$ cat src/hw/rtl/atm_ram.sv
`timescale 1ns / 1ps

module atm_ram #(
  parameter int DEPTH = 256,
  parameter int WIDTH = 8,
  parameter int AW    = (DEPTH > 1) ? $clog2(DEPTH) : 1
) (
  input  logic             clk,
  input  logic             we,
  input  logic [AW-1:0]    waddr,
  input  logic [WIDTH-1:0] wdata,
  input  logic             re,
  input  logic [AW-1:0]    raddr,
  output logic [WIDTH-1:0] rdata
);

  logic [WIDTH-1:0] mem [DEPTH];
  logic [WIDTH-1:0] rdata_r;

  always_ff @(posedge clk) begin
    if (we) begin
      mem[waddr] <= wdata;
    end
    if (re) begin
      rdata_r <= mem[raddr];
    end
  end

  assign rdata = rdata_r;

endmodule

$ cat config.mk
export PLATFORM = sky130hd
export DESIGN_NAME = atm_ram
export DESIGN_NICKNAME = d
export VERILOG_FILES = /design/src/hw/rtl/atm_ram.sv
export SDC_FILE = /design/constraint.sdc
export NUM_CORES = 2
export LEC_CHECK = 0
export BUFFER_PORTS_ARGS = -buffer_cell sky130_fd_sc_hd__buf_2
export CORE_ASPECT_RATIO = 1.5
export CORE_MARGIN = 2
export CORE_UTILIZATION = 51
export DETAILED_ROUTE_END_ITERATION = 10
export PLACE_DENSITY = 0.68
export SLEW_MARGIN = 20
export SYNTH_ARGS = -nofsm -noshare
export SYNTH_HDL_FRONTEND = slang
export SYNTH_SLANG_ARGS = --single-unit
$ cat constraint.sdc
create_clock -name clk -period 2.45 [get_ports clk]
set_input_delay 0 -clock clk [delete_from_list [all_inputs] [get_ports clk]]
set_output_delay 0 -clock clk [all_outputs]
set_load 0.01 [all_outputs]
==> run_results.csv <==
group,metric,value,unit
outcome,status,"finished, violations left",
outcome,violations,"negative setup slack",
yosys,synth_edf_count,2056,
clock_network,cts_tree,"yes",
clock_network,cts_max_level,4,
detailed_routing,detail-route-antenna-nets,0,
yosys,yosysUniqueCellTypes,54,
sta,max_freq,394.1,MHz
placed_design,portBuffers,34,
sta,clock_skew,0.01583,ns
clock_network,cts_root_buffer,"clkbuf_16",
yosys,seq_area_frac_synth,77.53,%
sta,finalMaxSlewViolations,0,
yosys,postSynth.asyncResetShare,0,%
yosys,syn-cell-area,0.07964,mm2
setup_path,rr_worst_depth,6,
setup_path,end_kind,"flip-flop",
grt,antenna_found_initial,7,
die,pin_count,35,
layout,area_growth,16.29,%
yosys,synth_most_common_cell,"edfxtp_1",
pwr,vdd_drop_max,0.0007486,V
setup_path,worstPathArrival,3.08,ns
die,die_w,326.6,um
yosys,yosysTopAreaCell,"edfxtp_1",
sta,tightest_slew,1.019,ns
min_path,worstHoldEndpoint,"mem[84][6]$_DFFE_PP_",
setup_path,r2r_slack,-0.09,ns
yosys,synth_top_area_share,77.53,%
layout,ff_latch_area,0.06174,mm2
setup_path,required,2.99,ns
grt,track_usage,25.28,%
detailed_routing,avgRoutedWirePerCell,30.41,um
sta,fin_crit_sh,103.6,%
yosys,yosys-top-cells-area,"edfxtp_1 78%, mux4_2 13%, mux2i_1 1.7%, nor2_1 1.3%, a22oi_1 1.3%",
clock_network,cts_max_path_buffers,3,
clock_network,cts.sink_count,2056,
layout,nFillCells,10982,
sta,setup_viol,3,
min_path,hold_class,"input pin to flip-flop",
sta,slew_headroom,32.07,%
min_path,holdCritStartpoint,"waddr[7]",
detailed_routing,wirelength,199100,um
yosys,netlist_top_cells_count,"2056 x edfxtp_1, 454 x mux4_2, 282 x nor2_1, 134 x mux2i_1, 133 x a22oi_1",
grt,grt_max_degree,109,
detailed_routing,vias,40493,
layout,nets,4380,
setup_path,rr_startpoint,"mem[51][1]$_DFFE_PP_",
layout,final_cells,6549,
pwr,report.power.total,69.58,mW
min_path,hold_depth,4,
detailed_routing,drtIter0Drc,4700,
yosys,yosysWarnings,0,
yosys,post_synth.cell_area_avg,21.33,um2
placed_design,place_hpwl,133600,um
clock_network,clk_pin_slew,0.07,ns
layout,layout-drive-gt1-share,31.52,%
pwr,p_per_area,751.3,mW/mm2
die,rows,177,
detailed_routing,drc_errors,0,
placed_design,gp_congestion,0.8966,
sta,finalCriticalPeriod,2.537,ns
setup_path,r2r_end,"rdata[1]$_DFFE_PP_",
die,coreArea,0.1550,mm2
detailed_routing,drtPass1Iterations,6,
sta,fin_ws,-0.08724,ns
yosys,synth_ff_type,"edfxtp_1",
clock_network,clock_latency,0.81,ns
yosys,syn_inst,3733,
clock_network,numCtsBuffers,175,
grt,grt_pass1_wl,288700,um
sta,hold_violations,0,
placed_design,placed_cells,6215,
die,initial_core_util,51.37,%
setup_path,crit_fanout,1,
die,die_h,488.0,um
layout,multiInputGateArea,0.01681,mm2
sta,rsz0062_at_grt,"yes",
yosys,synth_seq_cells,2056,
pwr,p_leak,29.73,nW
grt,gr-total-overflow,0,
grt,grt_pass1_vias,41496,
setup_path,worst_setup_path_start_kind,"flip-flop",
yosys,syn_nets,3760,
setup_path,timing_worst_setup_path_type,"flip-flop to flip-flop",
flow_run,cap_violations,0,
clock_network,cts_setup_buffers,0,
detailed_routing,via_per_inst,6.183,
die,dieArea,0.1594,mm2
## cells by family (layout without fill, tap and decap cells)
kind of cell | Yosys count | in the layout | synth area share, %
compound gates | 385 | 385 | 3.416
flops | 2056 | 2056 | 77.53
mux | 591 | 591 | 14.60
other cells | 0 | 5 | 0
simple gates | 466 | 466 | 2.625
buf+inv | 235 | 988 | 1.829
## registers in the layout (all words and copies together), names as in the netlist
| signal | count |
|---|---|
| mem | 2048 |
| rdata | 8 |
## layer usage
| layer | track usage [%] | share of wire (%) | vias to the layer above |
|---|---|---|---|
| li1 | - | - | 16909 |
| met1 | 30.80 | 36 | 21550 |
| met2 | 44.92 | 53 | 1658 |
| met3 | 3.495 | 5.9 | 370 |
| met4 | 11.29 | 4.8 | 6 |
| met5 | 0 | 0.019 | - |
## worst max path at each step
stage / start / to / slack (ns)
finish: mem[51][1]$_DFFE_PP_ / rdata[1]$_DFFE_PP_ / -0.09
global route: mem[69][0]$_DFFE_PP_ / rdata[0]$_DFFE_PP_ / -0.08
CTS: mem[86][0]$_DFFE_PP_ / rdata[0]$_DFFE_PP_ / -0.05
detailed placement: raddr[0] / rdata[4]$_DFFE_PP_ / -1.15
global placement: raddr[0] / rdata[4]$_DFFE_PP_ / -1.05
floorplan: raddr[0] / rdata[2]$_DFFE_PP_ / 0.37
## cells in the final DEF, fill, tap and decap left out, drive strengths merged, types with 11 or more instances in the layout
cell type    synthesis  layout
edfxtp            2056    2056
nand2               33      33
dlygate4sd3          0      19
bufinv               0      11
nor2b               31      31
buf                122     654
a211oi              16      16
a221oi              14      14
clkinv               1      78
nand3               34      34
o21ai               12      12
nor4                27      27
nor2               282     282
o221ai              47      47
o22ai               28      28
nor3                22      22
a21oi               96      96
a22oi              133     133
mux2i              134     134
mux4               456     456
clkbuf             111     215
## timing repair
item | 4_1_cts | 5_1_grt
hold endpoints to repair | 1523 | 0
resized for setup | 43 | 12
pin swaps | 11 | 11
hold buffers | 19 | 0
cloned | 0 | 0
setup endpoints to repair | 8 | 7
## per-stage QoR
stage	cell area (um2)	setup WS [ns]	hold slack, ns	utilization [%]	setup TNS [ns]
2_1_floorplan	79640	0.3739	0.09887	-	0
3_3_place_gp	86680	-1.046	0.4155	55.91	-6.485
3_5_place_dp	86680	-1.148	0.4221	55.91	-6.668
4_1_cts	92530	-0.05003	0.005313	59.69	-0.06010
5_1_grt	92600	-0.08427	0.08777	59.73	-0.1696
6_report	92610	-0.08724	0.04791	59.74	-0.1422
## where the power goes
group          internal (mW)  total [mW]  leakage [nW]  switching, mW
Combinational           1.61        4.05          8.59           2.44
Sequential              38.8        38.8          18.5         0.0422
Clock                   14.5        26.7          2.65           12.2
Total                   54.9        69.6          29.7           14.7
## critical path: stages, from the launching register on
cell	delay, ns
edfxtp_1	0.37
mux4_2	0.47
o211ai_1	0.27
nand3_1	0.32
nor4_4	0.57
buf_4	0.22
nor4_1	0.05
## cell type report
| type | count | area share (%) |
|---|---|---|
| Tap cell | 2058 | 2.780 |
| Inverter | 2 | 0.008106 |
| Multi-Input combinational cell | 1442 | 18.15 |
| Timing Repair Buffer | 676 | 6.532 |
| Clock buffer | 212 | 4.948 |
| Sequential cell | 2056 | 66.67 |
| Antenna cell | 5 | 0.01351 |
| Clock inverter | 98 | 0.9038 |
(Power assumes the default switching activity.)
