### config.mk
export PLATFORM = sky130hd
export DESIGN_NAME = atm_out_reg
export DESIGN_NICKNAME = d
export VERILOG_FILES = /design/src/hw/rtl/atm_pkg.sv /design/src/hw/rtl/atm_out_reg.sv
export SDC_FILE = /design/constraint.sdc
export NUM_CORES = 1
export LEC_CHECK = 0
export BUFFER_PORTS_ARGS = -buffer_cell sky130_fd_sc_hd__buf_2
export CORE_ASPECT_RATIO = 0.8
export CORE_MARGIN = 4
export CORE_UTILIZATION = 38
export CTS_CLUSTER_SIZE = 14
export DETAILED_ROUTE_END_ITERATION = 10
export PLACE_DENSITY = 0.75
export RECOVER_POWER = 100
export SETUP_SLACK_MARGIN = 0.4
export SKIP_CTS_REPAIR_TIMING = 1
export SLEW_MARGIN = 20
export SYNTH_ARGS = -nofsm -noshare
export SYNTH_HDL_FRONTEND = slang
export SYNTH_SLANG_ARGS = --single-unit
### constraint.sdc
create_clock -name clk -period 1.2 [get_ports clk]
set_input_delay 0.06 -clock clk [delete_from_list [all_inputs] [get_ports clk]]
set_output_delay 0.06 -clock clk [all_outputs]
set_load 0.02 [all_outputs]
### src/hw/rtl/atm_pkg.sv
`timescale 1ns / 1ps

package atm_pkg;

  localparam logic [1:0] OP_INSERT = 2'd0;
  localparam logic [1:0] OP_SEARCH = 2'd1;
  localparam logic [1:0] OP_CLEAR  = 2'd2;

  localparam logic [2:0] ST_ADDED      = 3'd0;
  localparam logic [2:0] ST_TOO_LONG   = 3'd1;
  localparam logic [2:0] ST_FULL       = 3'd2;
  localparam logic [2:0] ST_MATCH      = 3'd3;
  localparam logic [2:0] ST_NO_MATCH   = 3'd4;
  localparam logic [2:0] ST_INCOMPLETE = 3'd5;
  localparam logic [2:0] ST_CLEARED    = 3'd6;

  localparam int ALPHABET_BITS = 8;

  typedef struct packed {
    logic [2:0]  status;
    logic [15:0] match_tag;
  } result_t;

  function automatic logic [7:0] fold_lower(input logic [7:0] b);
    logic [7:0] r;
    r = b;
    if (b >= 8'h41 && b <= 8'h5a) begin
      r = b + 8'h20;
    end
    return r;
  endfunction

  function automatic logic [7:0] fold_upper(input logic [7:0] b);
    logic [7:0] r;
    r = b;
    if (b >= 8'h61 && b <= 8'h7a) begin
      r = b - 8'h20;
    end
    return r;
  endfunction

endpackage

### src/hw/rtl/atm_out_reg.sv
`timescale 1ns / 1ps

module atm_out_reg (
  input  logic              clk,
  input  logic              rst_n,
  input  logic              push,
  input  atm_pkg::result_t  din,
  output logic              free,
  output logic              out_tvalid,
  input  logic              out_tready,
  output logic [15:0]       out_tdata,  // [15:0] match_tag
  output logic [2:0]        out_tuser   // [2:0] status
);

  logic             valid_r;
  logic             valid_nxt;
  atm_pkg::result_t res_r;

  assign free = !valid_r || out_tready;

  always_comb begin
    valid_nxt = valid_r;
    if (out_tready) begin
      valid_nxt = 1'b0;
    end
    if (push) begin
      valid_nxt = 1'b1;
    end
  end

  always_ff @(posedge clk) begin
    if (!rst_n) begin
      valid_r <= 1'b0;
    end else begin
      valid_r <= valid_nxt;
    end
    if (push && free) begin
      res_r <= din;
    end
  end

  assign out_tvalid = valid_r;
  assign out_tdata  = res_r.match_tag;
  assign out_tuser  = res_r.status;

endmodule

==> impl_metrics.yaml, run 1 <==
floorplanning:
  die_area_um2: 2370
  initial_core_util_pct: 42.7
  die_y_um: 44.4
  coreArea_um2: 1470
  die-width_um: 53.5
  num_io_pins: 44
  rows: 12
clock_network:
  clk-insertion-delay-late_ps: 290
  cts-root-buf: "clkbuf_4"
  h-tree-depth: 1
  cts.sinks: 20
  cts_buffers: 3
  cts_tree: "yes"
  clk_pin_slew_ps: 110
  clockBufferDepth: 2
sta:
  finalCritPeriodShare_pct: 86.0
  slew_headroom_pct: 80.4
  drv_slew: 0
  worst_pin_slew_ps: 295
  tns_ps: 0
  skew_ps: 5.71
  fmax_mhz: 969
  setup_viol: 0
  rsz0062_at_grt: "true"
  min_period_ps: 1030
  hold_violations: 0
final_layout:
  drive_gt1_share_pct: 34.0
  diodes: 0
  syn_to_final_growth_pct: 75.5
  finalInstanceArea_um2: 1100
  n_fill_cell: 110
  final_nets: 118
logic_synthesis:
  synthXorXnorAreaFrac_pct: 0
  syn_avg_cell_area_um2: 26.2
  synth_compound_area_share_pct: 1.79
  yosysWarnings: 0
  synth-seq-area-share_pct: 94.0
  ys_seq_elements: 20
  synth_top_area_cell: "edfxtp_1"
  syn_nets: 47
  muxShareOfSynthArea_pct: 0
  synthAdderAreaFrac_pct: 0
  synthCells: 24
  synth_top_area_share_pct: 90.8
  synth.distinct_cells: 6
  synth_top_family_by_area: "simple AND/OR/NAND/NOR gates"
  syn_area_um2: 628
  yosys.area_share.simple_pct: 3.59
  yosys-top-cells-area: "edfxtp_1 91%, dfxtp_1 3.2%, nand2b_4 2.2%"
hold_path:
  hold_path_class: "input pin to register"
route:
  vias_per_cell: 4.61
  wl_um: 2160
  drtIter0Drc: 12
  drc_errors: 0
  drtAntennaViolNets: 0
  wl_per_cell_um: 18.7
  first_pass_iters: 4
  num_vias: 530
setup_path:
  path_buf_inv: 1
  startpoint_type: "register"
  worstPathRequired_ps: 1140
  crit_family: "flip-flops"
  cpPeakStageDelay_ps: 410
  path_max_fanout: 2
  cp_cell_sequence: "clkbuf_1"
  slowest_stage: "dfxtp_1"
  end_kind: "output pin"
  path_class: "register to output pin"
  arrival_ps: 970
placed_design:
  place_area_um2: 873
  gp_congestion: 0.673
  portBuffers: 43
global_routing:
  grt_antenna_before_repair: 0
  grt_max_degree: 20
  grt_pass1_wl_um: 1750
  gr-usage-all-layers_pct: 10.9
  grt_pass1_vias: 387
  grt.overflow.total: 0
pwr:
  power.static_leakage_uw: 0.000440
  ir_drop_mv: 0.888
  power_density_nw_per_um2: 1230
flow_run:
  max-cap-violations: 0
outcome:
  outcome: "finished clean"
-- cell usage in the layout (no fill, tap or decap) --
master	netlist	final
a21boi_2	1	1
clkinv_1	0	1
edfxtp_1	19	19
dfxtp_1	1	1
clkbuf_4	0	3
dlygate4sd3_1	0	20
buf_6	0	1
clkbuf_1	0	20
inv_1	1	1
and2_4	1	3
and2_2	0	1
buf_2	0	22
nand2b_4	1	1
-- state kept, by name, summed over array words and instances, names as in the netlist --
name	count
out_tuser	3
out_tdata	16
out_tvalid	1
-- synth_stat cells --
library cell,number
a21boi_2,1
and2_4,1
dfxtp_1,1
edfxtp_1,19
inv_1,1
nand2b_4,1
-- layer usage --
layer  GRT usage (%)  wire (um)  up-vias
met5               0          0        -
met4            7.65         27        0
met3            3.37        104        4
met2            21.5       1190       22
met1            8.59        831      270
li1                -          -      234
-- metrics by stage --
stage | util [%] | std cells | hold WS, ps | setup slack (ps) | power [uW]
finish | 74.9 | 115 | 50.9 | 168 | 1360
global route | 74.9 | 115 | 46.6 | 119 | 1420
CTS | 61.1 | 92 | -69.6 | 158 | 1290
detailed placement | 59.4 | 88 | 238 | 174 | 990
global placement | 59.4 | 88 | 237 | 193 | 986
floorplan | - | 24 | 159 | 147 | 914
-- final timing paths --
check / cells past startpoint / to / start / slack, ps
worst max-delay path: 1 / out_tvalid / out_tvalid / 170
worst min-delay path: 3 / out_tvalid / push / 50
worst min register to register: 2 / out_tvalid / out_tvalid / 570
worst max register to register: 2 / out_tdata[2] / out_tvalid / 210
-- layout make-up --
type                            instances  area, um^2  area share, %
Sequential cell                        20         591           53.6
Multi-Input combinational cell          6        58.8           5.33
Tap cell                               21        26.3           2.38
Inverter                                1        3.75          0.341
Clock inverter                          1        3.75          0.341
Timing Repair Buffer                   63         397           36.0
Clock buffer                            3        22.5           2.04
-- logic make-up after synthesis --
kind of cell | Yosys count
flops | 20
buf+inv | 1
compound gates | 1
simple gates | 2
-- power by group --
part / total, uW / switching [uW] / leakage, uW / internal, uW
clock: 316 / 195 / 0.0000154 / 121
sequential: 827 / 15.4 / 0.000192 / 811
combinational: 217 / 117 / 0.000233 / 100
total: 1360 / 328 / 0.000440 / 1030
Power figures use the tool's default switching activity.
==> run 2: changes to the inputs <==
--- a/config.mk
+++ b/config.mk
@@ -6,12 +6,12 @@
 export NUM_CORES = 1
 export LEC_CHECK = 0
 export BUFFER_PORTS_ARGS = -buffer_cell sky130_fd_sc_hd__buf_2
-export CORE_ASPECT_RATIO = 0.8
 export CORE_MARGIN = 4
-export CORE_UTILIZATION = 38
+export CORE_UTILIZATION = 41
+export CTS_BUF_LIST = sky130_fd_sc_hd__clkbuf_4
 export CTS_CLUSTER_SIZE = 14
 export DETAILED_ROUTE_END_ITERATION = 10
-export PLACE_DENSITY = 0.75
+export PLACE_DENSITY = 0.8
 export RECOVER_POWER = 100
 export SETUP_SLACK_MARGIN = 0.4
 export SKIP_CTS_REPAIR_TIMING = 1
==> run 2 against run 1 <==
Net effect: via count shrank 4.9%; sequential power is essentially flat; maximum frequency grew 2.0%; final cell count shrank 4.3%; routed wire length shrank 12%; critical path depth grew 1; register-to-register slack is essentially flat; non-clock buffer count grew 1; clock power shrank 4%; global-route usage grew 0.80 points; core utilization grew 5.2 points; critical endpoint is now free.
==> impl_metrics.yaml, run 2 (same netlist as run 1, synthesis figures left out) <==
route:
  first_pass_iters: 4
  drtIter0Drc: 4
  wl_um: 1890
  drtAntennaViolNets: 0
  num_vias: 504
  wl_per_cell_um: 17.2
  vias_per_cell: 4.58
  drc_errors: 0
setup_path:
  r2r_end: "out_tdata[4]"
  path_max_fanout: 6
  end_kind: "output pin"
  timing.rr.start: "out_tvalid"
  rrSetupSlack_ps: 220
  path_buf_inv: 1
  r2r_cells: 2
  slowest_stage: "dfxtp_1"
  worstPathRequired_ps: 1140
  cpPeakStageDelay_ps: 410
  startpoint_type: "register"
  cp_cell_sequence: "nand2b_4, clkbuf_2"
  path_class: "register to output pin"
  crit_family: "flip-flops"
  arrival_ps: 950
global_routing:
  grt_pass1_wl_um: 1780
  grt.overflow.total: 0
  grt_antenna_before_repair: 0
  gr-usage-all-layers_pct: 11.7
  grt_max_degree: 20
  grt_pass1_vias: 392
pwr:
  power_density_nw_per_um2: 1220
  power_frac_comb_pct: 15.7
  power_switching_uw: 309
  p_seq_share_pct: 61.6
  p_clk_share_pct: 22.7
  p_sw_share_pct: 23.1
  power.static_leakage_uw: 0.000441
  internal_power_uw: 1030
  ir_drop_mv: 0.843
floorplanning:
  die_area_um2: 2220
  num_io_pins: 44
  coreArea_um2: 1370
  die-width_um: 47.1
  rows: 13
  die_y_um: 47.1
  initial_core_util_pct: 46.0
final_layout:
  drive_gt1_share_pct: 34.7
  utilization_pct: 80.1
  largest_reg_flops: 16
  final_cell_mix: "22 x buf_2, 20 x dlygate4sd3_1, 20 x clkbuf_1"
  layout_commonest_cell: "buf_2"
  finalInstanceArea_um2: 1090
  diodes: 0
  syn_to_final_growth_pct: 74.3
  final_nets: 119
clock_network:
  cts_buffers: 3
  cts_tree: "yes"
  cts-root-buf: "clkbuf_4"
  clk-insertion-delay-late_ps: 280
  cts.sinks: 20
  h-tree-depth: 1
  clk_pin_slew_ps: 110
  clockBufferDepth: 2
flow_run:
  max-cap-violations: 0
sta:
  drv_slew: 0
  worst_pin_slew_ps: 320
  tns_ps: 0
  slew_headroom_pct: 78.8
  hold_ws_ps: 51.3
  min_period_ps: 1010
  fmax_mhz: 988
  finalCritPeriodShare_pct: 84.3
  skew_ps: 4.91
  hold_violations: 0
  rsz0062_at_grt: "true"
  setup_viol: 0
placed_design:
  place_area_um2: 866
  portBuffers: 43
  hpwlAfterDp_um: 1020
  gp_congestion: 0.693
hold_path:
  min_to: "out_tvalid"
  hold_path_class: "input pin to register"
  holdPathStages: 3
  min_from: "push"
outcome:
  outcome: "finished clean"
## run 2: how the worst max path moves through the flow
stage                    start       endpoint  slack [ps]  depth (start not counted)
global route        out_tvalid           free         130                          2
global placement    out_tvalid  out_tdata[15]         200                          2
floorplan           out_tvalid   out_tdata[0]         150                          2
detailed placement  out_tvalid  out_tdata[10]         170                          2
finish              out_tvalid           free         190                          2
CTS                 out_tvalid   out_tdata[9]         150                          2
## run 2: worst reg2reg max path, cell delays in order (launching register included)
cell and delay (ps):
dfxtp_1 410, nand2b_4 100, and2_2 240
## run 2: power groups by stage
stage	registers [uW]	logic (uW)	clock network, uW
after floorplan	891	23.5	0
after global placement	836	150	0
after detailed placement	838	156	0
after CTS	822	156	312
after global routing	829	225	344
final	825	211	304
## run 2: final cells by class
cell class | count | area, um^2
fill | 85 | 272
inverter | 1 | 3.75
timing repair buffer | 64 | 398
clock buffer | 3 | 22.5
clock inverter | 1 | 3.75
tap | 15 | 18.8
multi-input combinational | 6 | 57.6
sequential | 20 | 591
## run 2: metal layers
layer / global-route usage [%] / vias up / routed length (um)
met4: 3.31 / 0 / 21
met1: 13.5 / 226 / 650
li1: - / 237 / -
met5: 0 / - / 0
met3: 3.45 / 2 / 182
met2: 20.9 / 39 / 1040
## run 2: through the flow
| step | setup slack (ps) | total power (uW) | std cells |
|---|---|---|---|
| 3_3_place_gp | 196 | 986 | 82 |
| 4_1_cts | 148 | 1290 | 86 |
| 2_1_floorplan | 147 | 914 | 24 |
| 5_1_grt | 128 | 1400 | 110 |
| 3_5_place_dp | 167 | 994 | 82 |
| 6_report | 188 | 1340 | 110 |
